<file path="config.mk">
export PLATFORM = sky130hd
export DESIGN_NAME = eight_bit_alu_with_status_flags_flat
export DESIGN_NICKNAME = d
export VERILOG_FILES = /design/src/hdl/ealu_pkg.sv /design/src/hdl/ealu_in_if.sv /design/src/hdl/ealu_out_if.sv /design/src/hdl/eight_bit_alu_with_status_flags.sv /design/src/hdl/ealu_core.sv /design/src/flat_wrapper.sv
export SDC_FILE = /design/constraint.sdc
export NUM_CORES = 1
export LEC_CHECK = 0
export BUFFER_PORTS_ARGS = -buffer_cell sky130_fd_sc_hd__buf_2
export CAP_MARGIN = 20
export CORE_MARGIN = 10
export CORE_UTILIZATION = 59
export CTS_CLUSTER_SIZE = 16
export DETAILED_ROUTE_END_ITERATION = 10
export MAX_ROUTING_LAYER = met4
export PLACE_DENSITY_LB_ADDON = 0.25
export SKIP_LAST_GASP = 1
export SLEW_MARGIN = 30
export SYNTH_ARGS = -nofsm -noshare
export SYNTH_HDL_FRONTEND = slang
export SYNTH_SLANG_ARGS = --single-unit
</file>
<file path="constraint.sdc">
create_clock -name clk -period 4.1 [get_ports clk]
set_input_delay 0.82 -clock clk [delete_from_list [all_inputs] [get_ports clk]]
set_output_delay 0.82 -clock clk [all_outputs]
set_load 0.02 [all_outputs]
</file>
<file path="src/hdl/ealu_pkg.sv">
// Shared types and constants for the eight-bit ALU with status flags.
package ealu_pkg;

	// Width of the data path and of the fixed-width request fields.
	localparam int DATA_WIDTH = 8;
	localparam int OPCODE_W   = 4;
	localparam int STATUS_W   = 8;

	// Bit positions of the flags inside the status byte.
	localparam int FLAG_C = 0;
	localparam int FLAG_Z = 1;
	localparam int FLAG_V = 6;
	localparam int FLAG_N = 7;

	// Operation codes carried in the opcode field.
	typedef enum logic [OPCODE_W-1:0] {
		OP_ADC  = 4'd0,
		OP_SBC  = 4'd1,
		OP_AND  = 4'd2,
		OP_XOR  = 4'd3,
		OP_OR   = 4'd4,
		OP_CMP  = 4'd5,
		OP_ASL  = 4'd6,
		OP_LSR  = 4'd7,
		OP_ROL  = 4'd8,
		OP_ROR  = 4'd9,
		OP_INC  = 4'd10,
		OP_DEC  = 4'd11,
		OP_SETF = 4'd12,
		OP_CLRF = 4'd13,
		OP_LDF  = 4'd14
	} op_t;

endpackage

</file>
<file path="src/hdl/ealu_in_if.sv">
// Request channel: opcode, two operands and the current status byte.
interface ealu_in_if #(
	parameter int DATA_WIDTH = ealu_pkg::DATA_WIDTH
);
	logic                          valid;
	logic                          ready;
	logic [ealu_pkg::OPCODE_W-1:0] opcode;
	logic [DATA_WIDTH-1:0]         operand_a;
	logic [DATA_WIDTH-1:0]         operand_b;
	logic [ealu_pkg::STATUS_W-1:0] status_in;

	modport source (
		output valid, opcode, operand_a, operand_b, status_in,
		input  ready
	);

	modport sink (
		input  valid, opcode, operand_a, operand_b, status_in,
		output ready
	);
endinterface

</file>
<file path="src/hdl/ealu_out_if.sv">
// Result channel: result value, write-back enable and the new status byte.
interface ealu_out_if #(
	parameter int DATA_WIDTH = ealu_pkg::DATA_WIDTH
);
	logic                          valid;
	logic                          ready;
	logic [DATA_WIDTH-1:0]         result;
	logic                          write_result;
	logic [ealu_pkg::STATUS_W-1:0] status_out;

	modport source (
		output valid, result, write_result, status_out,
		input  ready
	);

	modport sink (
		input  valid, result, write_result, status_out,
		output ready
	);
endinterface

</file>
<file path="src/hdl/eight_bit_alu_with_status_flags.sv">
// The request is captured in the input register, the combinational core computes
// its result, and the result register holds it on out_ch.
// Throughput: one request per cycle while out_ch.ready is high; the input and result
// registers each advance whenever the stage after them is empty or being drained.
// Reset: arst_n clears both stage valid flags at once; in_ch.ready rises on the
// first clock edge after reset is released.
module eight_bit_alu_with_status_flags #(
	parameter int DATA_WIDTH = ealu_pkg::DATA_WIDTH
) (
	input logic clk,
	input logic arst_n,
	ealu_in_if.sink    in_ch,
	ealu_out_if.source out_ch
);
	logic                          ready_en_q;
	logic                          valid_s1;
	logic [ealu_pkg::OPCODE_W-1:0] opcode_s1;
	logic [DATA_WIDTH-1:0]         operand_a_s1;
	logic [DATA_WIDTH-1:0]         operand_b_s1;
	logic [ealu_pkg::STATUS_W-1:0] status_s1;

	logic                          valid_s2;
	logic [DATA_WIDTH-1:0]         result_s2;
	logic                          write_s2;
	logic [ealu_pkg::STATUS_W-1:0] status_s2;

	logic [DATA_WIDTH-1:0]         result_c;
	logic                          write_c;
	logic [ealu_pkg::STATUS_W-1:0] status_c;

	logic adv_s2;
	logic adv_s1;

	// Each stage moves when the stage after it can take its contents.
	assign adv_s2      = ~valid_s2 | out_ch.ready;
	assign adv_s1      = ~valid_s1 | adv_s2;
	assign in_ch.ready = ready_en_q & adv_s1;

	// Ready is held low until the first edge after reset.
	always_ff @(posedge clk or negedge arst_n) begin
		if (!arst_n) begin
			ready_en_q <= 1'b0;
		end else begin
			ready_en_q <= 1'b1;
		end
	end

	// Input register valid flag.
	always_ff @(posedge clk or negedge arst_n) begin
		if (!arst_n) begin
			valid_s1 <= 1'b0;
		end else if (adv_s1) begin
			valid_s1 <= in_ch.valid & in_ch.ready;
		end
	end

	// Input register payload.
	always_ff @(posedge clk) begin
		if (in_ch.valid && in_ch.ready) begin
			opcode_s1    <= in_ch.opcode;
			operand_a_s1 <= in_ch.operand_a;
			operand_b_s1 <= in_ch.operand_b;
			status_s1    <= in_ch.status_in;
		end
	end

	ealu_core #(
		.DATA_WIDTH(DATA_WIDTH)
	) u_core (
		.opcode      (opcode_s1),
		.operand_a   (operand_a_s1),
		.operand_b   (operand_b_s1),
		.status_in   (status_s1),
		.result      (result_c),
		.write_result(write_c),
		.status_out  (status_c)
	);

	// Result register valid flag.
	always_ff @(posedge clk or negedge arst_n) begin
		if (!arst_n) begin
			valid_s2 <= 1'b0;
		end else if (adv_s2) begin
			valid_s2 <= valid_s1;
		end
	end

	// Result register payload.
	always_ff @(posedge clk) begin
		if (adv_s2 && valid_s1) begin
			result_s2 <= result_c;
			write_s2  <= write_c;
			status_s2 <= status_c;
		end
	end

	assign out_ch.valid        = valid_s2;
	assign out_ch.result       = result_s2;
	assign out_ch.write_result = write_s2;
	assign out_ch.status_out   = status_s2;
endmodule

</file>
<file path="src/hdl/ealu_core.sv">
// Combinational ALU: one operation, its result, write enable and flag update.
module ealu_core #(
	parameter int DATA_WIDTH = ealu_pkg::DATA_WIDTH
) (
	input  logic [ealu_pkg::OPCODE_W-1:0] opcode,
	input  logic [DATA_WIDTH-1:0]         operand_a,
	input  logic [DATA_WIDTH-1:0]         operand_b,
	input  logic [ealu_pkg::STATUS_W-1:0] status_in,
	output logic [DATA_WIDTH-1:0]         result,
	output logic                          write_result,
	output logic [ealu_pkg::STATUS_W-1:0] status_out
);
	localparam int MSB = DATA_WIDTH - 1;

	ealu_pkg::op_t         op;
	logic                  c_in;
	logic [DATA_WIDTH-1:0] b_add;
	logic [DATA_WIDTH:0]   sum_w;
	logic [DATA_WIDTH:0]   diff_w;
	logic                  nz_upd;

	assign op   = ealu_pkg::op_t'(opcode);
	assign c_in = status_in[ealu_pkg::FLAG_C];

	// Subtract adds the inverted operand; both share one adder.
	assign b_add  = (op == ealu_pkg::OP_SBC) ? ~operand_b : operand_b;
	assign sum_w  = {1'b0, operand_a} + {1'b0, b_add} + {{DATA_WIDTH{1'b0}}, c_in};
	assign diff_w = {1'b0, operand_a} - {1'b0, operand_b};

	// Decode the operation and form the result and status byte.
	always_comb begin
		result       = '0;
		write_result = 1'b1;
		status_out   = status_in;
		nz_upd       = 1'b1;
		unique case (op)
			ealu_pkg::OP_ADC, ealu_pkg::OP_SBC: begin
				result = sum_w[DATA_WIDTH-1:0];
				status_out[ealu_pkg::FLAG_C] = sum_w[DATA_WIDTH];
				status_out[ealu_pkg::FLAG_V] = (sum_w[MSB] ^ operand_a[MSB]) &
					(sum_w[MSB] ^ b_add[MSB]);
			end
			ealu_pkg::OP_AND: result = operand_a & operand_b;
			ealu_pkg::OP_XOR: result = operand_a ^ operand_b;
			ealu_pkg::OP_OR:  result = operand_a | operand_b;
			ealu_pkg::OP_CMP: begin
				result       = diff_w[DATA_WIDTH-1:0];
				write_result = 1'b0;
				nz_upd       = 1'b0;
				status_out[ealu_pkg::FLAG_C] = ~diff_w[DATA_WIDTH];
				status_out[ealu_pkg::FLAG_Z] = (operand_a == operand_b);
				status_out[ealu_pkg::FLAG_N] = diff_w[MSB];
			end
			ealu_pkg::OP_ASL: begin
				result = {operand_b[MSB-1:0], 1'b0};
				status_out[ealu_pkg::FLAG_C] = operand_b[MSB];
			end
			ealu_pkg::OP_LSR: begin
				result = {1'b0, operand_b[MSB:1]};
				status_out[ealu_pkg::FLAG_C] = operand_b[0];
			end
			ealu_pkg::OP_ROL: begin
				result = {operand_b[MSB-1:0], c_in};
				status_out[ealu_pkg::FLAG_C] = operand_b[MSB];
			end
			ealu_pkg::OP_ROR: begin
				result = {c_in, operand_b[MSB:1]};
				status_out[ealu_pkg::FLAG_C] = operand_b[0];
			end
			ealu_pkg::OP_INC: result = operand_b + DATA_WIDTH'(1);
			ealu_pkg::OP_DEC: result = operand_b - DATA_WIDTH'(1);
			ealu_pkg::OP_SETF: begin
				write_result = 1'b0;
				nz_upd       = 1'b0;
				status_out   = status_in | ealu_pkg::STATUS_W'(operand_b);
			end
			ealu_pkg::OP_CLRF: begin
				write_result = 1'b0;
				nz_upd       = 1'b0;
				status_out   = status_in & ~(ealu_pkg::STATUS_W'(operand_b));
			end
			ealu_pkg::OP_LDF: begin
				result       = operand_b;
				write_result = 1'b0;
			end
			default: begin
				// The unused code leaves everything as it was.
				write_result = 1'b0;
				nz_upd       = 1'b0;
			end
		endcase

		// Sign and zero follow the result for most operations.
		if (nz_upd) begin
			status_out[ealu_pkg::FLAG_N] = result[MSB];
			status_out[ealu_pkg::FLAG_Z] = (result == '0);
		end
	end
endmodule

</file>
<file path="src/flat_wrapper.sv">
// flat-port wrapper written by rule: the top's interface ports become plain ports
module eight_bit_alu_with_status_flags_flat 
#(
	parameter int DATA_WIDTH = ealu_pkg::DATA_WIDTH
)
  (clk, arst_n, in_ch_valid, in_ch_opcode, in_ch_operand_a, in_ch_operand_b, in_ch_status_in, in_ch_ready, out_ch_valid, out_ch_result, out_ch_write_result, out_ch_status_out, out_ch_ready);
  ealu_in_if #(.DATA_WIDTH(DATA_WIDTH)) in_ch_i ();
  ealu_out_if #(.DATA_WIDTH(DATA_WIDTH)) out_ch_i ();
  input logic clk;
  input logic arst_n;
  input wire logic [$bits(in_ch_i.valid)-1:0] in_ch_valid;
  input wire logic [$bits(in_ch_i.opcode)-1:0] in_ch_opcode;
  input wire logic [$bits(in_ch_i.operand_a)-1:0] in_ch_operand_a;
  input wire logic [$bits(in_ch_i.operand_b)-1:0] in_ch_operand_b;
  input wire logic [$bits(in_ch_i.status_in)-1:0] in_ch_status_in;
  output wire logic [$bits(in_ch_i.ready)-1:0] in_ch_ready;
  output wire logic [$bits(out_ch_i.valid)-1:0] out_ch_valid;
  output wire logic [$bits(out_ch_i.result)-1:0] out_ch_result;
  output wire logic [$bits(out_ch_i.write_result)-1:0] out_ch_write_result;
  output wire logic [$bits(out_ch_i.status_out)-1:0] out_ch_status_out;
  input wire logic [$bits(out_ch_i.ready)-1:0] out_ch_ready;
  assign in_ch_i.valid = in_ch_valid;
  assign in_ch_i.opcode = in_ch_opcode;
  assign in_ch_i.operand_a = in_ch_operand_a;
  assign in_ch_i.operand_b = in_ch_operand_b;
  assign in_ch_i.status_in = in_ch_status_in;
  assign in_ch_ready = in_ch_i.ready;
  assign out_ch_valid = out_ch_i.valid;
  assign out_ch_result = out_ch_i.result;
  assign out_ch_write_result = out_ch_i.write_result;
  assign out_ch_status_out = out_ch_i.status_out;
  assign out_ch_i.ready = out_ch_ready;
  eight_bit_alu_with_status_flags #(.DATA_WIDTH(DATA_WIDTH)) u_core (.clk(clk), .arst_n(arst_n), .in_ch(in_ch_i), .out_ch(out_ch_i));
endmodule
</file>
======== Yosys cells after proc, flatten, opt, wreduce, memory -nomap -nowiden ========
Cells that the tools add are included.
storage, ports and cells
  bits in registers ....................... 48
  input port bits ......................... 32
  logic and storage cells ................. 66
cells by class
  add/subtract/negate cells ............... 5
  eq/ne operators ......................... 15
  mux-type cells .......................... 11
  bitwise logic cells ..................... 16
  reductions and logical operators ........ 9
operators with widths
  cell                                               count
  case mux 8 bit (12 select lines)                   1
  == test 4 bit (second input constant)              7
  AND 8 bit                                          2
  == test 4 x 3 -> 1 bit (second input constant)     4
  OR 8 bit                                           2
  OR reduction 12 bit                                1
  OR reduction 11 bit                                1
  adder 8 x 8 -> 9 bit                               1
  adder 9 x 1 -> 9 bit                               1
  case mux 1 bit (3 select lines)                    3
  subtractor 8 x 8 -> 9 bit                          1
  adder 8 x 1 -> 8 bit (second input constant)       1
  == test 4 x 2 -> 1 bit (second input constant)     2
  == test 8 bit                                      1
  logical NOT 8 bit                                  1
  2-to-1 mux 8 bit                                   1
  inverter 8 bit                                     1
  case mux 4 bit (2 select lines)                    1
  subtractor 8 x 1 -> 8 bit (second input constant)  1
  XOR 8 bit                                          1
  case mux 1 bit (6 select lines)                    1
  OR reduction 2 bit                                 3
  == test 4 x 1 -> 1 bit (second input constant)     1
  logical NOT 4 bit                                  1
  other kinds (6)                                    16

======== Logic depth before layout (Yosys ltp) ========
  depth after elaboration ................. 7
  mapped depth ............................ 14
  gate-level depth less buffers ........... 12

======== Modules after synthesis ========
A second synthesis with hierarchy kept.
unflattened totals
  cells, all modules ...................... 402
  area, all modules ....................... 3,827.4 µm²
modules (own cells, without submodules)
  module                           instances  cells an instance  area each (µm²)
  ealu_core                        1          345                2,351.0
  eight_bit_alu_with_status_flags  1          57                 1,476.4

======== Worst setup path after synthesis ========
Ideal clock, no wire load.
  kind .................................... register -> register
  start ................................... register u_core.opcode_s1[1] in the netlist's numbering
  end ..................................... register u_core.status_s2, in the netlist u_core.out_ch.status_out[1], data pin
  library setup time ...................... 0.132 ns
  data arrival time ....................... 3.419 ns
  required time ........................... 3.968 ns
  setup slack ............................. 0.549 ns
  stages on the path, launching flop included .. 15
  period minus slack after synthesis ...... 3.551 ns
  path through ............................ edfxtp_1 buf_4 or3_1 clkbuf_1 nor2_4 xnor2_1 fa_1 fa_1 nand2_1 nand2b_1 a211oi_1 o32ai_1 a211o_1 nor4_1 a41o_1
on the way
  longest elaborated chain between the ends .. 7
ends and longest elaborated chain
  item                                RTL line                               source
  from (decl)                         eight_bit_alu_with_status_flags.sv:17  logic [ealu_pkg::OPCODE_W-1:0] opcode_s1;
  from (signal assigned)              eight_bit_alu_with_status_flags.sv:60  opcode_s1 <= in_ch.opcode;
  == test 4 x 1 -> 1 bit              ealu_core.sv:26, ealu_core.sv:36
  2-to-1 mux 8 bit                    ealu_core.sv:26                        assign b_add = (op == ealu_pkg::OP_SBC) ? ~operand_b : operand_b;
  adder 8 x 8 -> 9 bit                ealu_core.sv:27                        assign sum_w = {1'b0, operand_a} + {1'b0, b_add} + {{DATA_WIDTH{1'b0}}, c_in};
  adder 9 x 1 -> 9 bit                ealu_core.sv:27
  case mux 8 bit (12 select lines) *  ealu_core.sv:36                        unique case (op)
  named net u_core.result_c[4]        eight_bit_alu_with_status_flags.sv:27  logic [DATA_WIDTH-1:0] result_c;
  logical NOT 8 bit *                 ealu_core.sv:96                        status_out[ealu_pkg::FLAG_Z] = (result == '0);
  2-to-1 mux 1 bit *                  ealu_core.sv:94                        if (nz_upd) begin
  named net u_core.status_c, one bit  eight_bit_alu_with_status_flags.sv:29  logic [ealu_pkg::STATUS_W-1:0] status_c;
  to (signal assigned)                eight_bit_alu_with_status_flags.sv:93  status_s2 <= status_c;
  to (decl)                           eight_bit_alu_with_status_flags.sv:25  logic [ealu_pkg::STATUS_W-1:0] status_s2;
Mark *: on every way through the listed nets, which the timed path passes. The rest lies on a longest branch.
A chain may end at the register's enable or synchronous reset.

======== Worst setup path in the final report ========
  start ................................... register u_core.opcode_s1[1] in the netlist's numbering
  end ..................................... register u_core.status_s2, in the netlist u_core.out_ch.status_out[1], data pin
on the way
  longest elaborated chain between the ends .. 7
ends and longest elaborated chain
  item                                RTL line
  == test 4 x 1 -> 1 bit              ealu_core.sv:26, ealu_core.sv:36
  2-to-1 mux 8 bit                    ealu_core.sv:26
  adder 8 x 8 -> 9 bit                ealu_core.sv:27
  adder 9 x 1 -> 9 bit                ealu_core.sv:27
  case mux 8 bit (12 select lines)    ealu_core.sv:36
  logical NOT 8 bit                   ealu_core.sv:96
  2-to-1 mux 1 bit *                  ealu_core.sv:94
  named net u_core.status_c, one bit  eight_bit_alu_with_status_flags.sv:29
Marked as above.

==> results_dict.tcl <==
set metrics [dict create \
    powerDensity_mw_per_mm2 296 \
    avgRoutedWirePerCell_um 19.7 \
    drt-total-wl_mm 9.95 \
    dr_wl_met3_mm 1.04 \
    totalNegativeSetupSlack_ns 0 \
    cp-start-kind "flip-flop" \
    tightest_slew_ns 0.775 \
    die_width_um 99.8 \
    drt_iter0_markers 278 \
    synthArstFlopShare 0.0625 \
    io-pin-count 51 \
    n_antenna_cell 0 \
    synth_top_cell_by_area "edfxtp_1" \
    synth-xor-area-share 0.0560 \
    die_y_um 99.8 \
    netlist-cell-type-count 68 \
    path_cells "or3_1, nor2_4, xnor2_1, fa_1, fa_1, a2bb2oi_1, o22ai_1, a221oi_1, o2111ai_1, nor4_1, a41o_1" \
    slew_headroom 0.483 \
    drc 0 \
    synth-compound-area-share 0.189 \
    antenna_found_initial 0 \
    areaGrowthSynthToFinish_pct 11.4 \
    initial_utilization 0.598 \
    final_cells 505 \
    ys.flop_type "edfxtp_1" \
    synth_top_family_by_area "compound AO/OA/AOI/OAI gates" \
    rows 29 \
    max_freq_ghz 0.275 \
    cts_max_level 2 \
    grt_use_total 0.200 \
    r2r-start "u_core.opcode_s1[1]" \
    peakVddDrop_mv 0.171 \
    place_hpwl_mm 7.33 \
    synth_top_area_share 0.360 \
    globalplace.congestion 0.965 \
    die_area_mm2 0.00996 \
    synth_area_leaders "edfxtp_1, ha_1, xnor2_1" \
    io_buffer_count 50 \
    crit_end "u_core.out_ch.status_out[1]" \
    synthMuxAreaShare 0.0307 \
    worst-path-buf-inv 0 \
    cp_slowest_cell "or3_1" \
    synth_fa_ha_area_frac 0.126 \
    crit_path_max_fanout 5 \
    cts_tree "built" \
    grt_first_pass_wirelength_mm 15.9 \
    dp.cells 497 \
    grt_max_degree 37 \
    rsz0062_at_grt "false" \
    synth_cells 384 \
    arrival_ns 3.83 \
    ys_ff_latch 48 \
    worst_setup_path_end_kind "flip-flop" \
    ys_seq_area_frac 0.380 \
    status "completed" \
    syn_area_mm2 0.00375 \
    synth_edf_count 45 \
    cts.reportedPaths.clkPinSlew_ns 0.10 \
    cts.hold.buffers_added 0 \
    startpoint "u_core.opcode_s1[1]" \
    slew_violations 0 \
    r2r_end "u_core.out_ch.status_out[1]" \
    crit_top_cell "fa_1" \
    worst_clock_skew_ns 0.0135 \
    finalCritPeriodShare 0.888 \
    r2r_setup_slack_ns 0.46 \
    leakage_nw 1.71 \
    cp.required_ns 4.29 \
    drive_above_1_share 0.185 \
    core_mm2 0.00628 \
    drtAntennaViolNets 0 \
    critical_path.max_stage_delay_ns 0.54 \
    path_depth 11 \
    routed.top_layer "met4" \
    dr.pass1.iters 5 \
    cts_buffers 5 \
    overflow 0 \
    hold_viol 0 \
    fillers 504 \
    syn_area_per_cell_um2 9.78 \
    maxCapViolations 0 \
    ff2ff_path_depth 11 \
    cts_resized 0 \
    clockBufferDepth 2 \
    synth-simple-area-share 0.160 \
    met1Wirelength_mm 4.08 \
    cts_sinks 48 \
    vias 3237 \
    final_nets 495 \
    viasPerCell 6.41 \
    cpLargestDelayFamily "compound AO/OA/AOI/OAI gates" \
    crit_type "reg2reg" \
    synth_warnings 0 \
    dr_wl_met2_mm 4.63 \
    grt_pass1_vias 3039 \
    post-route-min-period_ns 3.64 \
    setup_viol 0 \
    clock_latency_ns 0.32 \
    worstHoldPathType "in2async" \
    cts_root_buf "clkbuf_8" \
    post_cts.repair.setup_buffers 0 \
    syn_nets 452 \
]
==> power breakdown <==
part / switching (W) / internal, W / total, W
clock network: 0.000178 / 0.000184 / 0.000362
registers: 0.0000190 / 0.000572 / 0.000591
logic: 0.000174 / 0.000112 / 0.000286
total: 0.000371 / 0.000868 / 0.00124
==> layout make-up <==
class	instances	area [µm²]	share of cell area
clock buffer	5	68.8	0.0165
clock inverter	3	46.3	0.0111
inverter	28	105	0.0251
multi-input combinational	284	2110	0.505
sequential	48	1430	0.341
tap	77	96.3	0.0230
timing repair buffer	60	325	0.0778
==> how the worst min path moves through the flow <==
stage,start,to,slack [ns],cells past startpoint
floorplan,u_core.valid_s1,u_core.out_ch.valid,0.47,1
global placement,u_core.valid_s1,u_core.out_ch.valid,0.48,1
detailed placement,u_core.valid_s1,u_core.out_ch.valid,0.49,1
CTS,arst_n,u_core.out_ch.valid,0.27,1
global route,arst_n,u_core.ready_en_q,0.27,1
finish,arst_n,u_core.ready_en_q,0.28,1
==> cell usage in the layout (no fill, tap or decap), types with 5 or more instances in the layout <==
cell type  Yosys  layout
edfxtp_1      45      45
mux2i_1        7       7
clkbuf_8       0       5
ha_1          33      33
or3_1          5       5
o31ai_1        8       8
o21ai_0       19      19
nor2b_1        7       7
nand2b_1       7       7
buf_4          2      10
o32ai_1        5       5
a31oi_1       10      10
buf_2         10      50
a211oi_1       5       5
nand2_1       28      28
xor2_1         5       5
nor3_1         8       8
a21oi_1       17      17
xnor2_1       19      19
nor2_1        22      22
inv_1         27      27
==> Yosys cell counts (all sizes together) (3+ instances only) <==
cell type,count
ha,33
and4,3
nand2,28
a211oi,5
edfxtp,45
o21a,4
nor2b,7
a21oi,17
clkbuf,11
o22ai,3
a22oi,4
xor2,5
nor2,23
mux2,4
xnor2,19
dfrtp,3
mux2i,7
o21ai,19
nand2b,7
nor4,3
o211ai,4
nand3b,3
o32ai,5
a31oi,10
o31ai,8
nor3,8
or4,3
nor3b,3
fa,3
or3,5
a221oi,4
buf,13
inv,28
==> metal layers <==
metal | up-vias | GRT usage
li1 | 1505 | -
met1 | 1510 | 0.262
met2 | 199 | 0.305
met3 | 23 | 0.0446
met4 | 0 | 0.0562
met5 | - | -
==> kinds of logic (layout without fill, tap and decap cells) <==
| kind of cell | count (synthesis) | count (layout) |
|---|---|---|
| AOI/OAI and AO/OA | 103 | 103 |
| buffers and inverters | 52 | 96 |
| DFF | 48 | 48 |
| and+or+nand+nor | 109 | 109 |
| muxes | 11 | 11 |
| other | 1 | 1 |
| adders and majority gates | 36 | 36 |
| xor gates and xnor gates | 24 | 24 |
==> sequential cells by signal, summed over array words and instances, names as in the netlist <==
signal	count
u_core.operand_a_s1	8
u_core.operand_b_s1	8
u_core.out_ch.result	8
u_core.out_ch.status_out	8
u_core.status_s1	8
u_core.opcode_s1	4
u_core.out_ch.valid	1
u_core.out_ch.write_result	1
u_core.ready_en_q	1
u_core.valid_s1	1
==> through the flow <==
stage / area [µm²] / setup WS (ns) / utilization / hold slack, ns / total power, W
final: 4180 / 0.461 / 0.666 / 0.281 / 0.00124
after floorplan: 3750 / 0.549 / - / 0.473 / 0.000797
after detailed placement: 4070 / 0.560 / 0.648 / 0.494 / 0.000882
after global routing: 4180 / 0.238 / 0.666 / 0.268 / 0.00129
after CTS: 4180 / 0.510 / 0.666 / 0.274 / 0.00124
after global placement: 4070 / 0.602 / 0.648 / 0.483 / 0.000877
(Power assumes the default switching activity.)
